File: config.mk
export PLATFORM = sky130hd
export DESIGN_NAME = euler_rotation_matrix_gen_flat
export DESIGN_NICKNAME = d
export VERILOG_FILES = /design/src/emr_pkg.sv /design/src/emr_if.sv /design/src/emr_cordic.sv /design/src/emr_mul.sv /design/src/euler_rotation_matrix_gen.sv /design/src/flat_wrapper.sv
export SDC_FILE = /design/constraint.sdc
export NUM_CORES = 1
export LEC_CHECK = 0
export BUFFER_PORTS_ARGS = -buffer_cell sky130_fd_sc_hd__buf_2
export CAP_MARGIN = 20
export CELL_PAD_IN_SITES_DETAIL_PLACEMENT = 1
export CELL_PAD_IN_SITES_GLOBAL_PLACEMENT = 1
export CORE_MARGIN = 2
export CORE_UTILIZATION = 46
export CTS_CLUSTER_SIZE = 16
export DETAILED_ROUTE_END_ITERATION = 7
export PLACE_DENSITY_LB_ADDON = 0.1
export SETUP_SLACK_MARGIN = 0.3
export SYNTH_ARGS = -nofsm -noshare
export SYNTH_HDL_FRONTEND = slang
export SYNTH_SLANG_ARGS = --single-unit
export TNS_END_PERCENT = 50
File: constraint.sdc
create_clock -name clk_i -period 7.25 [get_ports clk_i]
set_input_delay 0.725 -clock clk_i [delete_from_list [all_inputs] [get_ports clk_i]]
set_output_delay 0.725 -clock clk_i [all_outputs]
set_load 0.05 [all_outputs]
File: src/emr_pkg.sv
// Package: shared types, constants and helper functions of the Euler matrix generator.
`default_nettype none
package emr_pkg;

  localparam int unsigned CordicSteps = 14;
  localparam logic signed [19:0] CordicX0 = 20'sd39797;
  localparam logic signed [15:0] OneQ14 = 16'sd16384;
  localparam int unsigned NumOps = 14;

  // Operand sources of the serial multiplier
  typedef enum logic [2:0] {
    SRC_SX, SRC_CX, SRC_SY, SRC_CY, SRC_SZ, SRC_CZ, SRC_TA, SRC_TB
  } src_e;

  // Preload of the product accumulator
  typedef enum logic [1:0] {
    INI_NONE, INI_PLUS, INI_MINUS
  } ini_e;

  // Where a finished product goes
  typedef enum logic [3:0] {
    DST_M00, DST_M01, DST_M02, DST_M10, DST_M11, DST_M12, DST_M21, DST_M22,
    DST_TA, DST_TB, DST_TC
  } dst_e;

  typedef struct packed {
    src_e a;
    src_e b;
    ini_e ini;
    dst_e dst;
  } op_t;

  typedef struct packed {
    logic signed [15:0] sin;
    logic signed [15:0] cos;
  } sincos_t;

  // CORDIC arc table in phase units (65536 per turn)
  function automatic logic [13:0] atan_lut(input logic [3:0] idx);
    logic [13:0] v;
    case (idx)
      4'd0:    v = 14'd8192;
      4'd1:    v = 14'd4836;
      4'd2:    v = 14'd2555;
      4'd3:    v = 14'd1297;
      4'd4:    v = 14'd651;
      4'd5:    v = 14'd326;
      4'd6:    v = 14'd163;
      4'd7:    v = 14'd81;
      4'd8:    v = 14'd41;
      4'd9:    v = 14'd20;
      4'd10:   v = 14'd10;
      4'd11:   v = 14'd5;
      4'd12:   v = 14'd3;
      4'd13:   v = 14'd1;
      default: v = 14'd0;
    endcase
    return v;
  endfunction

  // Product schedule: two-factor entries, partial products, three-factor sums
  function automatic op_t op_lut(input logic [3:0] idx);
    op_t o;
    case (idx)
      4'd0:    o = '{SRC_CZ, SRC_CY, INI_NONE,  DST_M00};
      4'd1:    o = '{SRC_SZ, SRC_CY, INI_NONE,  DST_M10};
      4'd2:    o = '{SRC_CY, SRC_SX, INI_NONE,  DST_M21};
      4'd3:    o = '{SRC_CY, SRC_CX, INI_NONE,  DST_M22};
      4'd4:    o = '{SRC_CZ, SRC_SY, INI_NONE,  DST_TA};
      4'd5:    o = '{SRC_SZ, SRC_SY, INI_NONE,  DST_TB};
      4'd6:    o = '{SRC_SZ, SRC_CX, INI_NONE,  DST_TC};
      4'd7:    o = '{SRC_TA, SRC_SX, INI_MINUS, DST_M01};
      4'd8:    o = '{SRC_SZ, SRC_SX, INI_NONE,  DST_TC};
      4'd9:    o = '{SRC_TA, SRC_CX, INI_PLUS,  DST_M02};
      4'd10:   o = '{SRC_CZ, SRC_CX, INI_NONE,  DST_TC};
      4'd11:   o = '{SRC_TB, SRC_SX, INI_PLUS,  DST_M11};
      4'd12:   o = '{SRC_CZ, SRC_SX, INI_NONE,  DST_TC};
      default: o = '{SRC_TB, SRC_CX, INI_MINUS, DST_M12};
    endcase
    return o;
  endfunction

  // Round half up by 14 or 28 bits and clamp to +-1.0 in Q2.14
  function automatic logic signed [15:0] rnd_sat(input logic signed [47:0] v,
                                                 input logic wide);
    logic signed [47:0] r;
    logic signed [15:0] q;
    if (wide) r = (v + 48'sd134217728) >>> 28;
    else      r = (v + 48'sd8192) >>> 14;
    if (r > 48'sd16384)       q = OneQ14;
    else if (r < -48'sd16384) q = -OneQ14;
    else                      q = r[15:0];
    return q;
  endfunction

endpackage
`default_nettype wire

File: src/emr_if.sv
// Interfaces: angle step channel and matrix result channel.
`default_nettype none
interface emr_step_if;
  logic               valid;
  logic               ready;
  logic signed [15:0] step_x;
  logic signed [15:0] step_y;
  logic signed [15:0] step_z;
  modport source (output valid, step_x, step_y, step_z, input ready);
  modport sink (input valid, step_x, step_y, step_z, output ready);
endinterface

interface emr_mat_if;
  logic               valid;
  logic               ready;
  logic signed [15:0] m00, m01, m02, m10, m11, m12, m20, m21, m22;
  modport source (output valid, m00, m01, m02, m10, m11, m12, m20, m21, m22,
                  input ready);
  modport sink (input valid, m00, m01, m02, m10, m11, m12, m20, m21, m22,
                output ready);
endinterface
`default_nettype wire

File: src/emr_cordic.sv
// Iterative CORDIC: sine and cosine of a 16-bit phase, one micro-rotation per cycle.
`default_nettype none
module emr_cordic
  import emr_pkg::*;
(
  input  wire logic        clk_i,
  input  wire logic        rst_ni,
  input  wire logic        start_i,
  input  wire logic [15:0] phase_i,
  output logic             done_o,
  output sincos_t          res_o
);

  logic signed [19:0] x_q, y_q, x_d, y_d, dx, dy, xr, yr;
  logic signed [17:0] z_q, z_d, z_fold, arc;
  logic               flip_q, flip_fold, run_q, done_q;
  logic [3:0]         it_q;
  logic signed [15:0] xs, ys;

  // Fold the phase into a quarter turn either side of zero
  always_comb begin
    z_fold    = {{2{phase_i[15]}}, phase_i};
    flip_fold = 1'b0;
    if (z_fold > 18'sd16384) begin
      z_fold    = z_fold - 18'sd32768;
      flip_fold = 1'b1;
    end else if (z_fold < -18'sd16384) begin
      z_fold    = z_fold + 18'sd32768;
      flip_fold = 1'b1;
    end
  end

  // One micro-rotation
  always_comb begin
    dx  = y_q >>> it_q;
    dy  = x_q >>> it_q;
    arc = {4'd0, atan_lut(it_q)};
    if (!z_q[17]) begin
      x_d = x_q - dx;
      y_d = y_q + dy;
      z_d = z_q - arc;
    end else begin
      x_d = x_q + dx;
      y_d = y_q - dy;
      z_d = z_q + arc;
    end
  end

  // Round to Q2.14 and clamp
  always_comb begin
    xr = (x_d + 20'sd2) >>> 2;
    yr = (y_d + 20'sd2) >>> 2;
    if (xr > 20'sd16384)       xs = OneQ14;
    else if (xr < -20'sd16384) xs = -OneQ14;
    else                       xs = xr[15:0];
    if (yr > 20'sd16384)       ys = OneQ14;
    else if (yr < -20'sd16384) ys = -OneQ14;
    else                       ys = yr[15:0];
  end

  always_ff @(posedge clk_i or negedge rst_ni) begin
    if (!rst_ni) begin
      run_q  <= 1'b0;
      done_q <= 1'b0;
      it_q   <= '0;
    end else begin
      done_q <= 1'b0;
      if (start_i) begin
        run_q <= 1'b1;
        it_q  <= '0;
      end else if (run_q) begin
        it_q <= it_q + 4'd1;
        if (it_q == 4'(CordicSteps - 1)) begin
          run_q  <= 1'b0;
          done_q <= 1'b1;
        end
      end
    end
  end

  // Datapath
  always_ff @(posedge clk_i) begin
    if (start_i) begin
      x_q    <= CordicX0;
      y_q    <= '0;
      z_q    <= z_fold;
      flip_q <= flip_fold;
    end else if (run_q) begin
      x_q <= x_d;
      y_q <= y_d;
      z_q <= z_d;
      if (it_q == 4'(CordicSteps - 1)) begin
        res_o.cos <= flip_q ? -xs : xs;
        res_o.sin <= flip_q ? -ys : ys;
      end
    end
  end

  assign done_o = done_q;

endmodule
`default_nettype wire

File: src/emr_mul.sv
// Bit-serial signed multiplier with accumulator preload, one multiplier bit per cycle.
`default_nettype none
module emr_mul (
  input  wire logic               clk_i,
  input  wire logic               rst_ni,
  input  wire logic               start_i,
  input  wire logic signed [31:0] a_i,
  input  wire logic signed [15:0] b_i,
  input  wire logic signed [47:0] init_i,
  output logic                    done_o,
  output logic signed [47:0]      prod_o
);

  logic signed [47:0] a_sh_q, acc_q;
  logic [15:0]        b_sh_q;
  logic [3:0]         cnt_q;
  logic               run_q, done_q;

  always_ff @(posedge clk_i or negedge rst_ni) begin
    if (!rst_ni) begin
      run_q  <= 1'b0;
      done_q <= 1'b0;
      cnt_q  <= '0;
    end else begin
      done_q <= 1'b0;
      if (start_i) begin
        run_q <= 1'b1;
        cnt_q <= '0;
      end else if (run_q) begin
        cnt_q <= cnt_q + 4'd1;
        if (cnt_q == 4'd15) begin
          run_q  <= 1'b0;
          done_q <= 1'b1;
        end
      end
    end
  end

  // Shift-add; the sign bit of the multiplier carries negative weight
  always_ff @(posedge clk_i) begin
    if (start_i) begin
      a_sh_q <= {{16{a_i[31]}}, a_i};
      b_sh_q <= b_i;
      acc_q  <= init_i;
    end else if (run_q) begin
      if (b_sh_q[0]) acc_q <= (cnt_q == 4'd15) ? acc_q - a_sh_q : acc_q + a_sh_q;
      a_sh_q <= a_sh_q <<< 1;
      b_sh_q <= b_sh_q >> 1;
    end
  end

  assign done_o = done_q;
  assign prod_o = acc_q;

endmodule
`default_nettype wire

File: src/euler_rotation_matrix_gen.sv
// ZYX Euler rotation matrix generator: one Q2.14 matrix Rz*Ry*Rx per angle step item,
// taken from the phases held before the step is added. Each item passes, from its transfer
// until the next step is taken, through three passes of one shared iterative
// CORDIC (14 micro-rotations each), then fourteen passes of one bit-serial 32x16
// multiplier, then an output handoff that waits while the previous matrix is unaccepted.
// The finished matrix sits in an output register, so a new step may be taken meanwhile.
`default_nettype none
module euler_rotation_matrix_gen
  import emr_pkg::*;
(
  input  wire logic  clk_i,
  input  wire logic  rst_ni,
  emr_step_if.sink   step_in,
  emr_mat_if.source  mat_out
);

  typedef enum logic [2:0] {S_IDLE, S_CSTART, S_CWAIT, S_MSTART, S_MWAIT, S_OUT} state_e;

  state_e             state_q;
  logic [15:0]        ph_x_q, ph_y_q, ph_z_q;
  logic [15:0]        ang_q [3];
  logic signed [15:0] sin_q [3];
  logic signed [15:0] cos_q [3];
  logic [1:0]         ax_q;
  logic [3:0]         op_q;
  logic signed [31:0] ta_q, tb_q, tc_q;
  logic signed [15:0] m00_q, m01_q, m02_q, m10_q, m11_q, m12_q, m21_q, m22_q;
  logic               out_valid_q;

  logic               cor_done, mul_done;
  sincos_t            cor_res;
  op_t                op;
  logic signed [31:0] mul_a;
  logic signed [15:0] mul_b;
  logic signed [47:0] mul_init, tc_sh, prod;
  logic signed [15:0] rnd;

  // Operand selection for the current product
  function automatic logic signed [31:0] pick(input src_e s,
      input logic signed [15:0] sx, input logic signed [15:0] cx,
      input logic signed [15:0] sy, input logic signed [15:0] cy,
      input logic signed [15:0] sz, input logic signed [15:0] cz,
      input logic signed [31:0] ta, input logic signed [31:0] tb);
    logic signed [31:0] v;
    case (s)
      SRC_SX:  v = 32'(sx);
      SRC_CX:  v = 32'(cx);
      SRC_SY:  v = 32'(sy);
      SRC_CY:  v = 32'(cy);
      SRC_SZ:  v = 32'(sz);
      SRC_CZ:  v = 32'(cz);
      SRC_TA:  v = ta;
      default: v = tb;
    endcase
    return v;
  endfunction

  always_comb begin
    op       = op_lut(op_q);
    mul_a    = pick(op.a, sin_q[0], cos_q[0], sin_q[1], cos_q[1], sin_q[2], cos_q[2],
                    ta_q, tb_q);
    mul_b    = 16'(pick(op.b, sin_q[0], cos_q[0], sin_q[1], cos_q[1], sin_q[2],
                        cos_q[2], ta_q, tb_q));
    tc_sh    = {{2{tc_q[31]}}, tc_q, 14'd0};
    case (op.ini)
      INI_PLUS:  mul_init = tc_sh;
      INI_MINUS: mul_init = -tc_sh;
      default:   mul_init = '0;
    endcase
    rnd = rnd_sat(prod, op.ini != INI_NONE);
  end

  emr_cordic u_cordic (
    .clk_i   (clk_i),
    .rst_ni  (rst_ni),
    .start_i (state_q == S_CSTART),
    .phase_i (ang_q[ax_q]),
    .done_o  (cor_done),
    .res_o   (cor_res)
  );

  emr_mul u_mul (
    .clk_i   (clk_i),
    .rst_ni  (rst_ni),
    .start_i (state_q == S_MSTART),
    .a_i     (mul_a),
    .b_i     (mul_b),
    .init_i  (mul_init),
    .done_o  (mul_done),
    .prod_o  (prod)
  );

  // Sequencer, phase accumulators and output register
  always_ff @(posedge clk_i or negedge rst_ni) begin
    if (!rst_ni) begin
      state_q     <= S_IDLE;
      ph_x_q      <= '0;
      ph_y_q      <= '0;
      ph_z_q      <= '0;
      ax_q        <= '0;
      op_q        <= '0;
      out_valid_q <= 1'b0;
    end else begin
      if (out_valid_q && mat_out.ready && (state_q != S_OUT)) out_valid_q <= 1'b0;
      case (state_q)
        S_IDLE: begin
          if (step_in.valid) begin
            ph_x_q  <= ph_x_q + step_in.step_x;
            ph_y_q  <= ph_y_q + step_in.step_y;
            ph_z_q  <= ph_z_q + step_in.step_z;
            ax_q    <= '0;
            state_q <= S_CSTART;
          end
        end
        S_CSTART: state_q <= S_CWAIT;
        S_CWAIT: begin
          if (cor_done) begin
            if (ax_q == 2'd2) begin
              op_q    <= '0;
              state_q <= S_MSTART;
            end else begin
              ax_q    <= ax_q + 2'd1;
              state_q <= S_CSTART;
            end
          end
        end
        S_MSTART: state_q <= S_MWAIT;
        S_MWAIT: begin
          if (mul_done) begin
            if (op_q == 4'(NumOps - 1)) begin
              state_q <= S_OUT;
            end else begin
              op_q    <= op_q + 4'd1;
              state_q <= S_MSTART;
            end
          end
        end
        S_OUT: begin
          if (!out_valid_q || mat_out.ready) begin
            out_valid_q <= 1'b1;
            state_q     <= S_IDLE;
          end
        end
        default: state_q <= S_IDLE;
      endcase
    end
  end

  // Working data: angles, sines, cosines, partial products, matrix entries
  always_ff @(posedge clk_i) begin
    if (state_q == S_IDLE && step_in.valid) begin
      ang_q[0] <= ph_x_q;
      ang_q[1] <= ph_y_q;
      ang_q[2] <= ph_z_q;
    end
    if (state_q == S_CWAIT && cor_done) begin
      sin_q[ax_q] <= cor_res.sin;
      cos_q[ax_q] <= cor_res.cos;
    end
    if (state_q == S_MWAIT && mul_done) begin
      case (op.dst)
        DST_M00: m00_q <= rnd;
        DST_M01: m01_q <= rnd;
        DST_M02: m02_q <= rnd;
        DST_M10: m10_q <= rnd;
        DST_M11: m11_q <= rnd;
        DST_M12: m12_q <= rnd;
        DST_M21: m21_q <= rnd;
        DST_M22: m22_q <= rnd;
        DST_TA:  ta_q  <= prod[31:0];
        DST_TB:  tb_q  <= prod[31:0];
        default: tc_q  <= prod[31:0];
      endcase
    end
    if (state_q == S_OUT && (!out_valid_q || mat_out.ready)) begin
      mat_out.m00 <= m00_q;
      mat_out.m01 <= m01_q;
      mat_out.m02 <= m02_q;
      mat_out.m10 <= m10_q;
      mat_out.m11 <= m11_q;
      mat_out.m12 <= m12_q;
      mat_out.m20 <= -sin_q[1];
      mat_out.m21 <= m21_q;
      mat_out.m22 <= m22_q;
    end
  end

  assign step_in.ready = (state_q == S_IDLE);
  assign mat_out.valid = out_valid_q;

endmodule
`default_nettype wire

File: src/flat_wrapper.sv
// flat-port wrapper written by rule: the top's interface ports become plain ports
module euler_rotation_matrix_gen_flat import emr_pkg::*;
  (clk_i, rst_ni, step_in_valid, step_in_step_x, step_in_step_y, step_in_step_z, step_in_ready, mat_out_valid, mat_out_m00, mat_out_m01, mat_out_m02, mat_out_m10, mat_out_m11, mat_out_m12, mat_out_m20, mat_out_m21, mat_out_m22, mat_out_ready);
  emr_step_if step_in_i ();
  emr_mat_if mat_out_i ();
  input  wire logic clk_i;
  input  wire logic rst_ni;
  input wire logic [$bits(step_in_i.valid)-1:0] step_in_valid;
  input wire logic [$bits(step_in_i.step_x)-1:0] step_in_step_x;
  input wire logic [$bits(step_in_i.step_y)-1:0] step_in_step_y;
  input wire logic [$bits(step_in_i.step_z)-1:0] step_in_step_z;
  output wire logic [$bits(step_in_i.ready)-1:0] step_in_ready;
  output wire logic [$bits(mat_out_i.valid)-1:0] mat_out_valid;
  output wire logic [$bits(mat_out_i.m00)-1:0] mat_out_m00;
  output wire logic [$bits(mat_out_i.m01)-1:0] mat_out_m01;
  output wire logic [$bits(mat_out_i.m02)-1:0] mat_out_m02;
  output wire logic [$bits(mat_out_i.m10)-1:0] mat_out_m10;
  output wire logic [$bits(mat_out_i.m11)-1:0] mat_out_m11;
  output wire logic [$bits(mat_out_i.m12)-1:0] mat_out_m12;
  output wire logic [$bits(mat_out_i.m20)-1:0] mat_out_m20;
  output wire logic [$bits(mat_out_i.m21)-1:0] mat_out_m21;
  output wire logic [$bits(mat_out_i.m22)-1:0] mat_out_m22;
  input wire logic [$bits(mat_out_i.ready)-1:0] mat_out_ready;
  assign step_in_i.valid = step_in_valid;
  assign step_in_i.step_x = step_in_step_x;
  assign step_in_i.step_y = step_in_step_y;
  assign step_in_i.step_z = step_in_step_z;
  assign step_in_ready = step_in_i.ready;
  assign mat_out_valid = mat_out_i.valid;
  assign mat_out_m00 = mat_out_i.m00;
  assign mat_out_m01 = mat_out_i.m01;
  assign mat_out_m02 = mat_out_i.m02;
  assign mat_out_m10 = mat_out_i.m10;
  assign mat_out_m11 = mat_out_i.m11;
  assign mat_out_m12 = mat_out_i.m12;
  assign mat_out_m20 = mat_out_i.m20;
  assign mat_out_m21 = mat_out_i.m21;
  assign mat_out_m22 = mat_out_i.m22;
  assign mat_out_i.ready = mat_out_ready;
  euler_rotation_matrix_gen u_core (.clk_i(clk_i), .rst_ni(rst_ni), .step_in(step_in_i), .mat_out(mat_out_i));
endmodule
* Word-level counts from Yosys, hierarchy flattened
Memory sizes are Yosys's and may differ from the RTL's.
Cells that the tools add are included.
** Word-level totals
- Register bits after elaboration :: 641
- Memory bits (writable) :: 144
- Bits in read-only memories :: 400
- Input port bits :: 52
- Output and inout port bits :: 146
- Word-level logic and storage cells :: 227
- Memories :: 5
** Memory list
- (no name shown) :: words 16, width 14, read ports 1, clocked after Yosys merged registers in 0, write ports 0, RTL line emr_pkg.sv:41 : case (idx)
- (no name shown) :: words 16, width 11, read ports 1, clocked after Yosys merged registers in 0, write ports 0, RTL line emr_pkg.sv:64 : case (idx)
- u_core.ang_q :: words 3, width 16, read ports 1, clocked after Yosys merged registers in 0, write ports 3, RTL line euler_rotation_matrix_gen.sv:21 : logic [15:0] ang_q [3];
- u_core.cos_q :: words 3, width 16, read ports 3, clocked after Yosys merged registers in 0, write ports 1, RTL line euler_rotation_matrix_gen.sv:23 : logic signed [15:0] cos_q [3];
- u_core.sin_q :: words 3, width 16, read ports 3, clocked after Yosys merged registers in 0, write ports 1, RTL line euler_rotation_matrix_gen.sv:22 : logic signed [15:0] sin_q [3];
** Cells by class
- $add $sub $neg :: 25
- $lt $le $gt $ge :: 8
- Equality and inequality tests :: 40
- Shifts and indexed selects :: 2
- Multiplexer cells :: 67
- Bitwise operators :: 2
- Reduce and logical (&&, ||, !) cells :: 36
** Operators with widths (number)
- two-way mux 48 bit :: 7
- one-hot mux 32 bit (7 select lines) :: 1
- two-way mux 16 bit :: 10
- one-hot mux 16 bit (7 select lines) :: 1
- one-hot mux 48 bit (2 select lines) :: 1
- two-way mux 18 bit :: 5
- adder 16 bit :: 3
- adder 48 x 15 -> 48 bit, second input constant :: 1
- adder 48 x 29 -> 48 bit, second input constant :: 1
- adder 48 bit :: 1
- > comparator 48 x 16 -> 1 bit, second input constant :: 1
- less-than comparator 48 x 15 -> 1 bit, second input constant :: 1
- negation 16 bit :: 3
- negation 46 -> 48 bit :: 1
- subtractor 48 bit :: 1
- adder 20 bit :: 2
- adder 20 x 3 -> 20 bit, second input constant :: 2
- two-way mux 20 bit :: 2
- >>> shifter 20 x 4 -> 20 bit :: 2
- subtractor 20 bit :: 2
- > comparator 18 x 16 -> 1 bit, second input constant :: 2
- less-than comparator 18 x 15 -> 1 bit, second input constant :: 2
- two-way mux 4 bit :: 8
- AND reduction 2 bit :: 13
- other kinds (37) :: 107

* Logic depth before layout (Yosys ltp)
Gate-level depths: netlist of the first run.
- Depth in word-level cells :: 9
- Gate-level depth with buffers :: 39
- Mapped depth without buffers :: 33

* Modules after synthesis
A second synthesis of the first run with hierarchy kept.
** Unflattened totals
- Cell total of the unflattened synthesis :: 4170
- Area total of the unflattened synthesis :: 45493.6 µm²
** By module, submodules not included
- euler_rotation_matrix_gen :: times used 1, cells each 1791, area an instance 24699.9 µm², sequential area each 16826.1 µm²
- emr_cordic :: times used 1, cells each 1478, area an instance 12077.8 µm², sequential area each 2482.4 µm²
- emr_mul :: times used 1, cells each 901, area an instance 8715.9 µm², sequential area each 3513.4 µm²

* Worst setup path after synthesis of the first run
Ideal clock, no wire load.
- Path type :: register to register
- Start point :: register u_core.state_q[2]
- End point :: register u_core.mat_out.m00[0], enable pin
- Setup time :: 0.650 ns
- Arrival time :: 6.920 ns
- Required time :: 6.600 ns
- Slack :: -0.320 ns
- Stages on the path, launching flop included :: 5
- Path buffers :: 2
- Clock period less this slack :: 7.570 ns
- Path through :: dfrtp_1 -> clkbuf_1 -> clkbuf_1 -> nand3_1 -> nor2_1
** Between the ends
- Cells in the longest elaborated chain, start to end :: 2
** Ends and longest elaborated chain
- start, declared :: RTL line euler_rotation_matrix_gen.sv:19 : state_e state_q;
- start signal, assigned :: RTL line euler_rotation_matrix_gen.sv:96 : state_q <= S_IDLE;
- start signal, assigned :: RTL line euler_rotation_matrix_gen.sv:112 : state_q <= S_CSTART;
- start signal, assigned :: RTL line euler_rotation_matrix_gen.sv:115 : S_CSTART: state_q <= S_CWAIT;
- equality test 3 bit :: RTL line euler_rotation_matrix_gen.sv:175 : if (state_q == S_OUT && (!out_valid_q || mat_out.ready)) begin
- logical AND 1 bit :: RTL line euler_rotation_matrix_gen.sv:175
- end signal, assigned :: RTL line euler_rotation_matrix_gen.sv:176 : mat_out.m00 <= m00_q;
- end, declared :: RTL line emr_if.sv:17 : modport source (output valid, m00, m01, m02, m10, m11, m12, m20, m21, m22,
Every way passes these cells.
A chain may end at the register's enable or synchronous reset.

* Worst setup path after layout of the first run
- Start point :: register u_core.u_cordic.it_q[0]
- End point :: register u_core.u_cordic.res_o[10] (netlist bit), data pin
** Between the ends
- Cells in the longest elaborated chain, start to end :: 9
- Elaborated cells on any way between the ends :: 11
- Those cells by class :: 4 x add/sub; 2 x order compare; 1 x shift; 4 x mux
** Ends and longest elaborated chain
- start, declared :: RTL line emr_cordic.sv:17 : logic [3:0] it_q;
- start signal, assigned :: RTL line emr_cordic.sv:72 : it_q <= it_q + 4'd1;
- >>> shifter 20 x 4 -> 20 bit * :: RTL line emr_cordic.sv:35 : dx = y_q >>> it_q;
- subtractor 20 bit or adder 20 bit (tied branches) :: RTL line emr_cordic.sv:39, emr_cordic.sv:43
- two-way mux 20 bit * :: RTL line emr_cordic.sv:38 : if (!z_q[17]) begin
- adder 20 x 3 -> 20 bit * :: RTL line emr_cordic.sv:51 : xr = (x_d + 20'sd2) >>> 2;
- less-than comparator 18 x 15 -> 1 bit :: RTL line emr_cordic.sv:54 : else if (xr < -20'sd16384) xs = -OneQ14;
- two-way mux 16 bit :: RTL line emr_cordic.sv:54
- two-way mux 16 bit * :: RTL line emr_cordic.sv:53 : if (xr > 20'sd16384) xs = OneQ14;
- negation 16 bit :: RTL line emr_cordic.sv:93 : res_o.cos <= flip_q ? -xs : xs;
- two-way mux 16 bit * :: RTL line emr_cordic.sv:93
- end, declared :: RTL line emr_cordic.sv:11 : output sincos_t res_o
Mark *: on every way between the ends. The rest lies on a longest branch, timed or not.

==> results of run 1 <==
## cell usage in the layout (no fill, tap or decap), types with 67 or more instances in the layout
cell type,netlist,routed
nor2_1,324,303
clkbuf_16,0,87
o21ai_0,199,189
a21oi_1,267,258
xnor2_1,197,191
inv_1,113,111
a21o_1,67,67
buf_4,1,234
dfrtp_1,70,67
edfxtp_1,675,675
nand3_1,70,68
nand2_1,398,392
xor2_1,141,138
nor3_1,82,79
mux2i_1,74,69
buf_2,7,197
ha_1,178,167
## worst max-delay path: cells and delay by family, from the launching register on
kind | cells | cell delay (ps)
multiplexers | 3 | 1320
adder cells (fa/ha/maj) | 3 | 660
AND/OR/NAND/NOR | 9 | 1720
buffers and inverters | 6 | 760
AO/OA/AOI/OAI | 8 | 1600
flip-flops | 1 | 490
## metrics by stage
| step | cells | setup TNS (ps) | cell area [sq um] | util (%) | setup WS, ps |
|---|---|---|---|---|---|
| finish | 5622 | 0 | 50900 | 54.38 | 405.3 |
| floorplan | 3948 | -23.24 | 43560 | - | -19.77 |
| detailed placement | 5437 | -426.2 | 47130 | 50.34 | -177.8 |
| CTS | 5599 | 0 | 50050 | 53.46 | 286.7 |
| global placement | 5437 | 0 | 47130 | 50.34 | 36.50 |
| global route | 5622 | 0 | 50900 | 54.38 | 116.2 |
## flip-flops by register name, indices dropped and copies added (netlist names), 18 cells and up
signal and cells:
u_core.ang_q 48, u_core.cos_q 48, u_core.sin_q 48, u_core.u_mul.a_sh_q 48, u_core.u_mul.prod_o 48, u_core.ta_q 32
u_core.tb_q 32, u_core.tc_q 32, u_core.u_cordic.res_o 32, u_core.u_cordic.x_q 20, u_core.u_cordic.y_q 20, u_core.u_cordic.z_q 18
## worst paths after layout
check | startpoint | to | slack [ps]
max in group asynchronous | rst_ni | u_core.u_cordic.run_q$_DFF_PN0_ | 5680
max | u_core.u_cordic.it_q[0]$_DFFE_PN0P_ | u_core.u_cordic.res_o[10]$_DFFE_PP_ | 410
min | u_core.m02_q[7]$_DFFE_PP_ | u_core.mat_out.m02[7]$_DFFE_PP_ | 390
max reg2reg | u_core.u_cordic.it_q[0]$_DFFE_PN0P_ | u_core.u_cordic.res_o[10]$_DFFE_PP_ | 410
min reg2reg | u_core.m02_q[7]$_DFFE_PP_ | u_core.mat_out.m02[7]$_DFFE_PP_ | 390
min in group asynchronous | rst_ni | u_core.ph_y_q[3]$_DFFE_PN0P_ | 520
## area by class of cell
cell class	instances	area, sq um	share of cell area, %
Tap cell	1254	1569	3.082
Clock inverter	43	504.2	0.9906
Inverter	122	459.2	0.9021
Clock buffer	113	2313	4.545
Sequential cell	785	22830	44.85
Timing Repair Buffer	443	2938	5.772
Multi-Input combinational cell	2862	20290	39.86
## cells by family after synthesis
kind of cell	after synthesis	synth area share [%]
and+or+nand+nor	1235	13.55
AOI/OAI and AO/OA	941	13.83
adders and majority gates	185	5.435
muxes	161	5.179
xor gates and xnor gates	340	6.891
buffers and inverters	301	2.729
DFF	785	52.39
## what timing repair did
action / in CTS / in global routing
pin swaps: 2 / 49
setup endpoints to repair: 13 / 15
resized for setup: 13 / 142
gates cloned: 0 / 1
hold endpoints to repair: 25 / 0
setup buffers: 5 / 21
hold buffers: 1 / 0
## routing by layer
layer  up-vias  routed length [um]  track usage [%]
met5         -                   0                0
met2       694               63540            44.28
li1      15442                   -                -
met4         0                2819            6.381
met1     16579               56840            34.35
met3       181                5341            2.908
==> impl_metrics.py, run 1 <==
metrics = {
    "worst_hold_path": {
        "holdPathStages": 0,
        "hold_path.class": "reg2reg",
    },
    "sta": {
        "hold_ws_ps": 385.2,
        "post-route-period-util_pct": 94.41,
        "maxClockFrequency_mhz": 146.1,
        "fin_skew_ps": 68.89,
        "rsz0062_at_grt": "yes",
        "worst_pin_slew_ps": 1118,
        "slew_headroom_pct": 25.22,
        "post-route-min-period_ps": 6845,
        "slew_viol_final": 0,
        "hold_viol": 0,
        "final-setup-viol-count": 0,
    },
    "routing": {
        "ant_nets": 0,
        "drtIter0Drc": 2077,
        "wire_per_inst_um": 22.86,
        "vias": 32896,
        "firstDrtPassIters": 5,
        "drc": 0,
        "drt_wl_total_mm": 128.5,
        "viasPerCell": 5.851,
    },
    "yosys": {
        "synth_edf_count": 675,
        "ys_seq_area_share_pct": 52.39,
        "synthArstFlopShare_pct": 8.917,
        "ys_types": 96,
        "synth_seq_cells": 785,
        "syn_inst": 3948,
        "synth_ff_type": "edfxtp_1",
        "synth_top_cells_by_area": "edfxtp_1, ha_1, dfrtp_1, xnor2_1, nand2_1",
        "netlist_top_cells_count": "edfxtp_1, nand2_1, nor2_1, a21oi_1, o21ai_0",
        "syn_nets": 4185,
        "netlist_area_sq_mm": 0.04356,
        "yosysTopAreaCell": "edfxtp_1",
        "synth_area_per_cell_sq_um": 11.03,
        "synth_top_cell_area_share_pct": 46.53,
        "yosys_warnings": 0,
        "synth_most_common_cell": "edfxtp_1",
    },
    "clock_tree": {
        "cts_made_buffers": 86,
        "clk_pin_slew_ps": 60,
        "htreeDepth": 3,
        "clock_path_buffers": 3,
        "cts_root_buf": "clkbuf_16",
        "clock_sinks": 785,
        "cts_tree": "yes",
        "clk_latency_ps": 690,
    },
    "finish": {
        "fin_nets": 4537,
        "n_antenna_cell": 0,
        "num-fill-cells": 10001,
        "drive_gt1_share_pct": 18.75,
        "area_growth_pct": 16.86,
    },
    "floorplan": {
        "num_rows": 112,
        "core_area_sq_mm": 0.09361,
        "io_pins": 198,
        "start_util_pct": 46.53,
        "die_x_um": 311.7,
        "die_y_um": 311.7,
        "fp.dieArea_sq_mm": 0.09717,
    },
    "worst_setup_path": {
        "critPathLaunchType": "flip-flop",
        "slowest_stage": "or4_4",
        "critPathMaxFanout": 9,
        "worstSetupEndpointType": "flip-flop",
        "cpPeakStageDelay_ps": 590,
        "ff2ff_path_depth": 29,
        "cp_data_required_time_ps": 7640,
        "worst-endpoint-arrival_ps": 7240,
        "crit_type": "reg2reg",
    },
    "global_route": {
        "grt_pass1_wl_mm": 196.2,
        "overflow": 0,
        "grt_use_total_pct": 25.62,
        "grt_max_degree": 88,
        "grt_pass1_vias": 33458,
        "antenna_found_initial": 1,
    },
    "placed_design": {
        "io_buffers": 197,
        "dpl.hpwl_mm": 92.39,
        "place_congestion": 0.8990,
    },
    "job": {
        "maxCapViolCount": 0,
    },
    "run_status": {
        "outcome": "complete, no violations",
    },
}
Power of run 1 is left out: the tool's default activity adds up to more than one toggle a clock period on the data nets, which glitch-free logic cannot reach.
==> inputs of run 2 (changes only) <==
--- a/config.mk
+++ b/config.mk
@@ -7,12 +7,13 @@
 export LEC_CHECK = 0
 export BUFFER_PORTS_ARGS = -buffer_cell sky130_fd_sc_hd__buf_2
 export CAP_MARGIN = 20
-export CELL_PAD_IN_SITES_DETAIL_PLACEMENT = 1
+export CELL_PAD_IN_SITES_DETAIL_PLACEMENT = 0
 export CELL_PAD_IN_SITES_GLOBAL_PLACEMENT = 1
 export CORE_MARGIN = 2
 export CORE_UTILIZATION = 46
 export CTS_CLUSTER_SIZE = 16
 export DETAILED_ROUTE_END_ITERATION = 7
+export HOLD_SLACK_MARGIN = 0.03
 export PLACE_DENSITY_LB_ADDON = 0.1
 export SETUP_SLACK_MARGIN = 0.3
 export SYNTH_ARGS = -nofsm -noshare
==> run 2 against run 1 <==
- non-clock buffer count up 6
- fmax up 2.6%
- critical path type unchanged
- count of clock-buffer cells in the layout down 4
- sequential share of layout area down 0.11 points
- global-route usage down 2.1 points
- critical endpoint is now u_core.u_cordic.res_o[14]$_DFFE_PP_
- flip-flop and latch count unchanged
- first-iteration DRC count up 21%
- via count down 2.7%
==> impl_metrics.py, run 2 (same netlist as run 1, synthesis figures left out) <==
metrics = {
    "placed_design": {
        "io_buffers": 197,
        "dpl_worst_slack_ps": -45.94,
        "dpl.hpwl_mm": 84.42,
        "place_congestion": 0.8990,
    },
    "routing": {
        "vias": 31995,
        "drt_wl_total_mm": 117.3,
        "drtIter0Drc": 2517,
        "firstDrtPassIters": 5,
        "viasPerCell": 5.684,
        "wire_per_inst_um": 20.84,
        "drc": 0,
        "ant_nets": 0,
    },
    "clock_tree": {
        "cts_made_buffers": 85,
        "cts_root_buf": "clkbuf_16",
        "clk_latency_ps": 670,
        "cts_tree": "yes",
        "htreeDepth": 3,
        "clock_sinks": 785,
        "clk_pin_slew_ps": 60,
        "clock_path_buffers": 3,
    },
    "finish": {
        "area_growth_pct": 17.13,
        "fin_nets": 4542,
        "layout_commonest_cell": "edfxtp_1",
        "n_antenna_cell": 0,
        "seq_area_sq_mm": 0.02283,
        "multiInputGateArea_sq_mm": 0.02030,
        "fin_util_pct": 54.50,
        "num-fill-cells": 8259,
        "drive_gt1_share_pct": 18.90,
        "layout_common_cells": "edfxtp_1, nand2_1, nor2_1",
    },
    "global_route": {
        "grt_use_total_pct": 23.49,
        "overflow": 0,
        "antenna_found_initial": 0,
        "grt_max_degree": 88,
        "grt_pass1_vias": 30107,
        "grt_pass1_wl_mm": 179.6,
    },
    "sta": {
        "maxClockFrequency_mhz": 149.9,
        "worst_pin_slew_ps": 1065,
        "fin_skew_ps": 39.10,
        "slew_viol_final": 0,
        "rsz0062_at_grt": "no",
        "slew_headroom_pct": 28.77,
        "fin_ws_ps": 578.0,
        "post-route-period-util_pct": 92.03,
        "post-route-min-period_ps": 6672,
        "final-setup-viol-count": 0,
        "hold_viol": 0,
    },
    "run_status": {
        "outcome": "complete, no violations",
    },
    "worst_setup_path": {
        "critPathLaunchType": "flip-flop",
        "worst-endpoint-arrival_ps": 7050,
        "worstSetupEndpointType": "flip-flop",
        "critPathMaxFanout": 18,
        "cp_data_required_time_ps": 7630,
        "crit_type": "reg2reg",
    },
    "job": {
        "maxCapViolCount": 0,
    },
    "floorplan": {
        "die_y_um": 311.7,
        "die_x_um": 311.7,
        "core_area_sq_mm": 0.09361,
        "fp.dieArea_sq_mm": 0.09717,
        "start_util_pct": 46.53,
        "io_pins": 198,
        "num_rows": 112,
    },
    "worst_hold_path": {
        "hold_path.class": "in2reg",
    },
}
run 2: metal layers:
metal / part of all wire [%] / track usage, % / up-vias
met5: 0 / 0 / -
met4: 2.2 / 5.736 / 0
met3: 4.5 / 3.015 / 149
met2: 48 / 38.61 / 799
met1: 46 / 33.05 / 15578
li1: - / - / 15469
run 2: stage by stage:
stage               instance area (sq um)  cells  setup TNS (ps)  hold slack (ps)
global placement                    47130   5437               0            400.8
CTS                                 50100   5599               0            346.4
detailed placement                  47130   5437          -77.80            404.5
global route                        51020   5629               0            379.1
finish                              51020   5629               0            382.1
floorplan                           43560   3948          -23.24            400.3
run 2: area by class of cell:
class	instances	share of cell area (%)
Clock buffer	109	4.404
Clock inverter	48	1.256
Inverter	122	0.9000
Multi-Input combinational cell	2862	39.79
Sequential cell	785	44.74
Tap cell	1254	3.075
Timing Repair Buffer	449	5.836
run 2: repair_timing:
| item | 4_1_cts | 5_1_grt |
|---|---|---|
| gates resized for setup | 13 | 143 |
| cloned | 0 | 1 |
| endpoints found under the setup margin | 12 | 14 |
| setup buffers | 4 | 29 |
| hold endpoints to repair | 25 | 0 |
| hold buffers | 1 | 0 |
| pin swaps | 1 | 50 |
run 2: path summary, 6_finish.rpt:
check                                               startpoint                                   to  slack, ps  cells after the start
setup / recovery           u_core.u_cordic.it_q[0]$_DFFE_PN0P_  u_core.u_cordic.res_o[14]$_DFFE_PP_        580                     27
hold / removal                               step_in_step_x[0]         u_core.ph_x_q[0]$_DFFE_PN0P_        380                      4
setup reg to reg           u_core.u_cordic.it_q[0]$_DFFE_PN0P_  u_core.u_cordic.res_o[14]$_DFFE_PP_        580                     27
hold reg to reg                      u_core.m00_q[9]$_DFFE_PP_      u_core.mat_out.m00[9]$_DFFE_PP_        410                      0
max in group asynchronous                               rst_ni      u_core.u_cordic.run_q$_DFF_PN0_       5700                      3
min in group asynchronous                               rst_ni         u_core.ph_y_q[0]$_DFFE_PN0P_        520                      2
run 2: worst max-delay path: stages, from the launching register on:
cell,delay (ps)
dfrtp_4,490
buf_12,150
buf_12,150
mux2_4,320
mux4_2,510
mux2i_4,200
ha_2,300
mux2_2,290
ha_1,330
a211o_1,300
a2111o_1,390
o311ai_2,110
nand4_1,180
or4_4,470
nor2_1,110
buf_4,140
and2_1,140
nor3_1,50
a311o_1,350
a2111o_1,440
nand3_2,110
ha_1,170
and3_1,160
and3_1,170
nand2_1,50
nand3_1,70
a21oi_1,80
xor2_1,160
Power of run 2 is left out for the same reason.
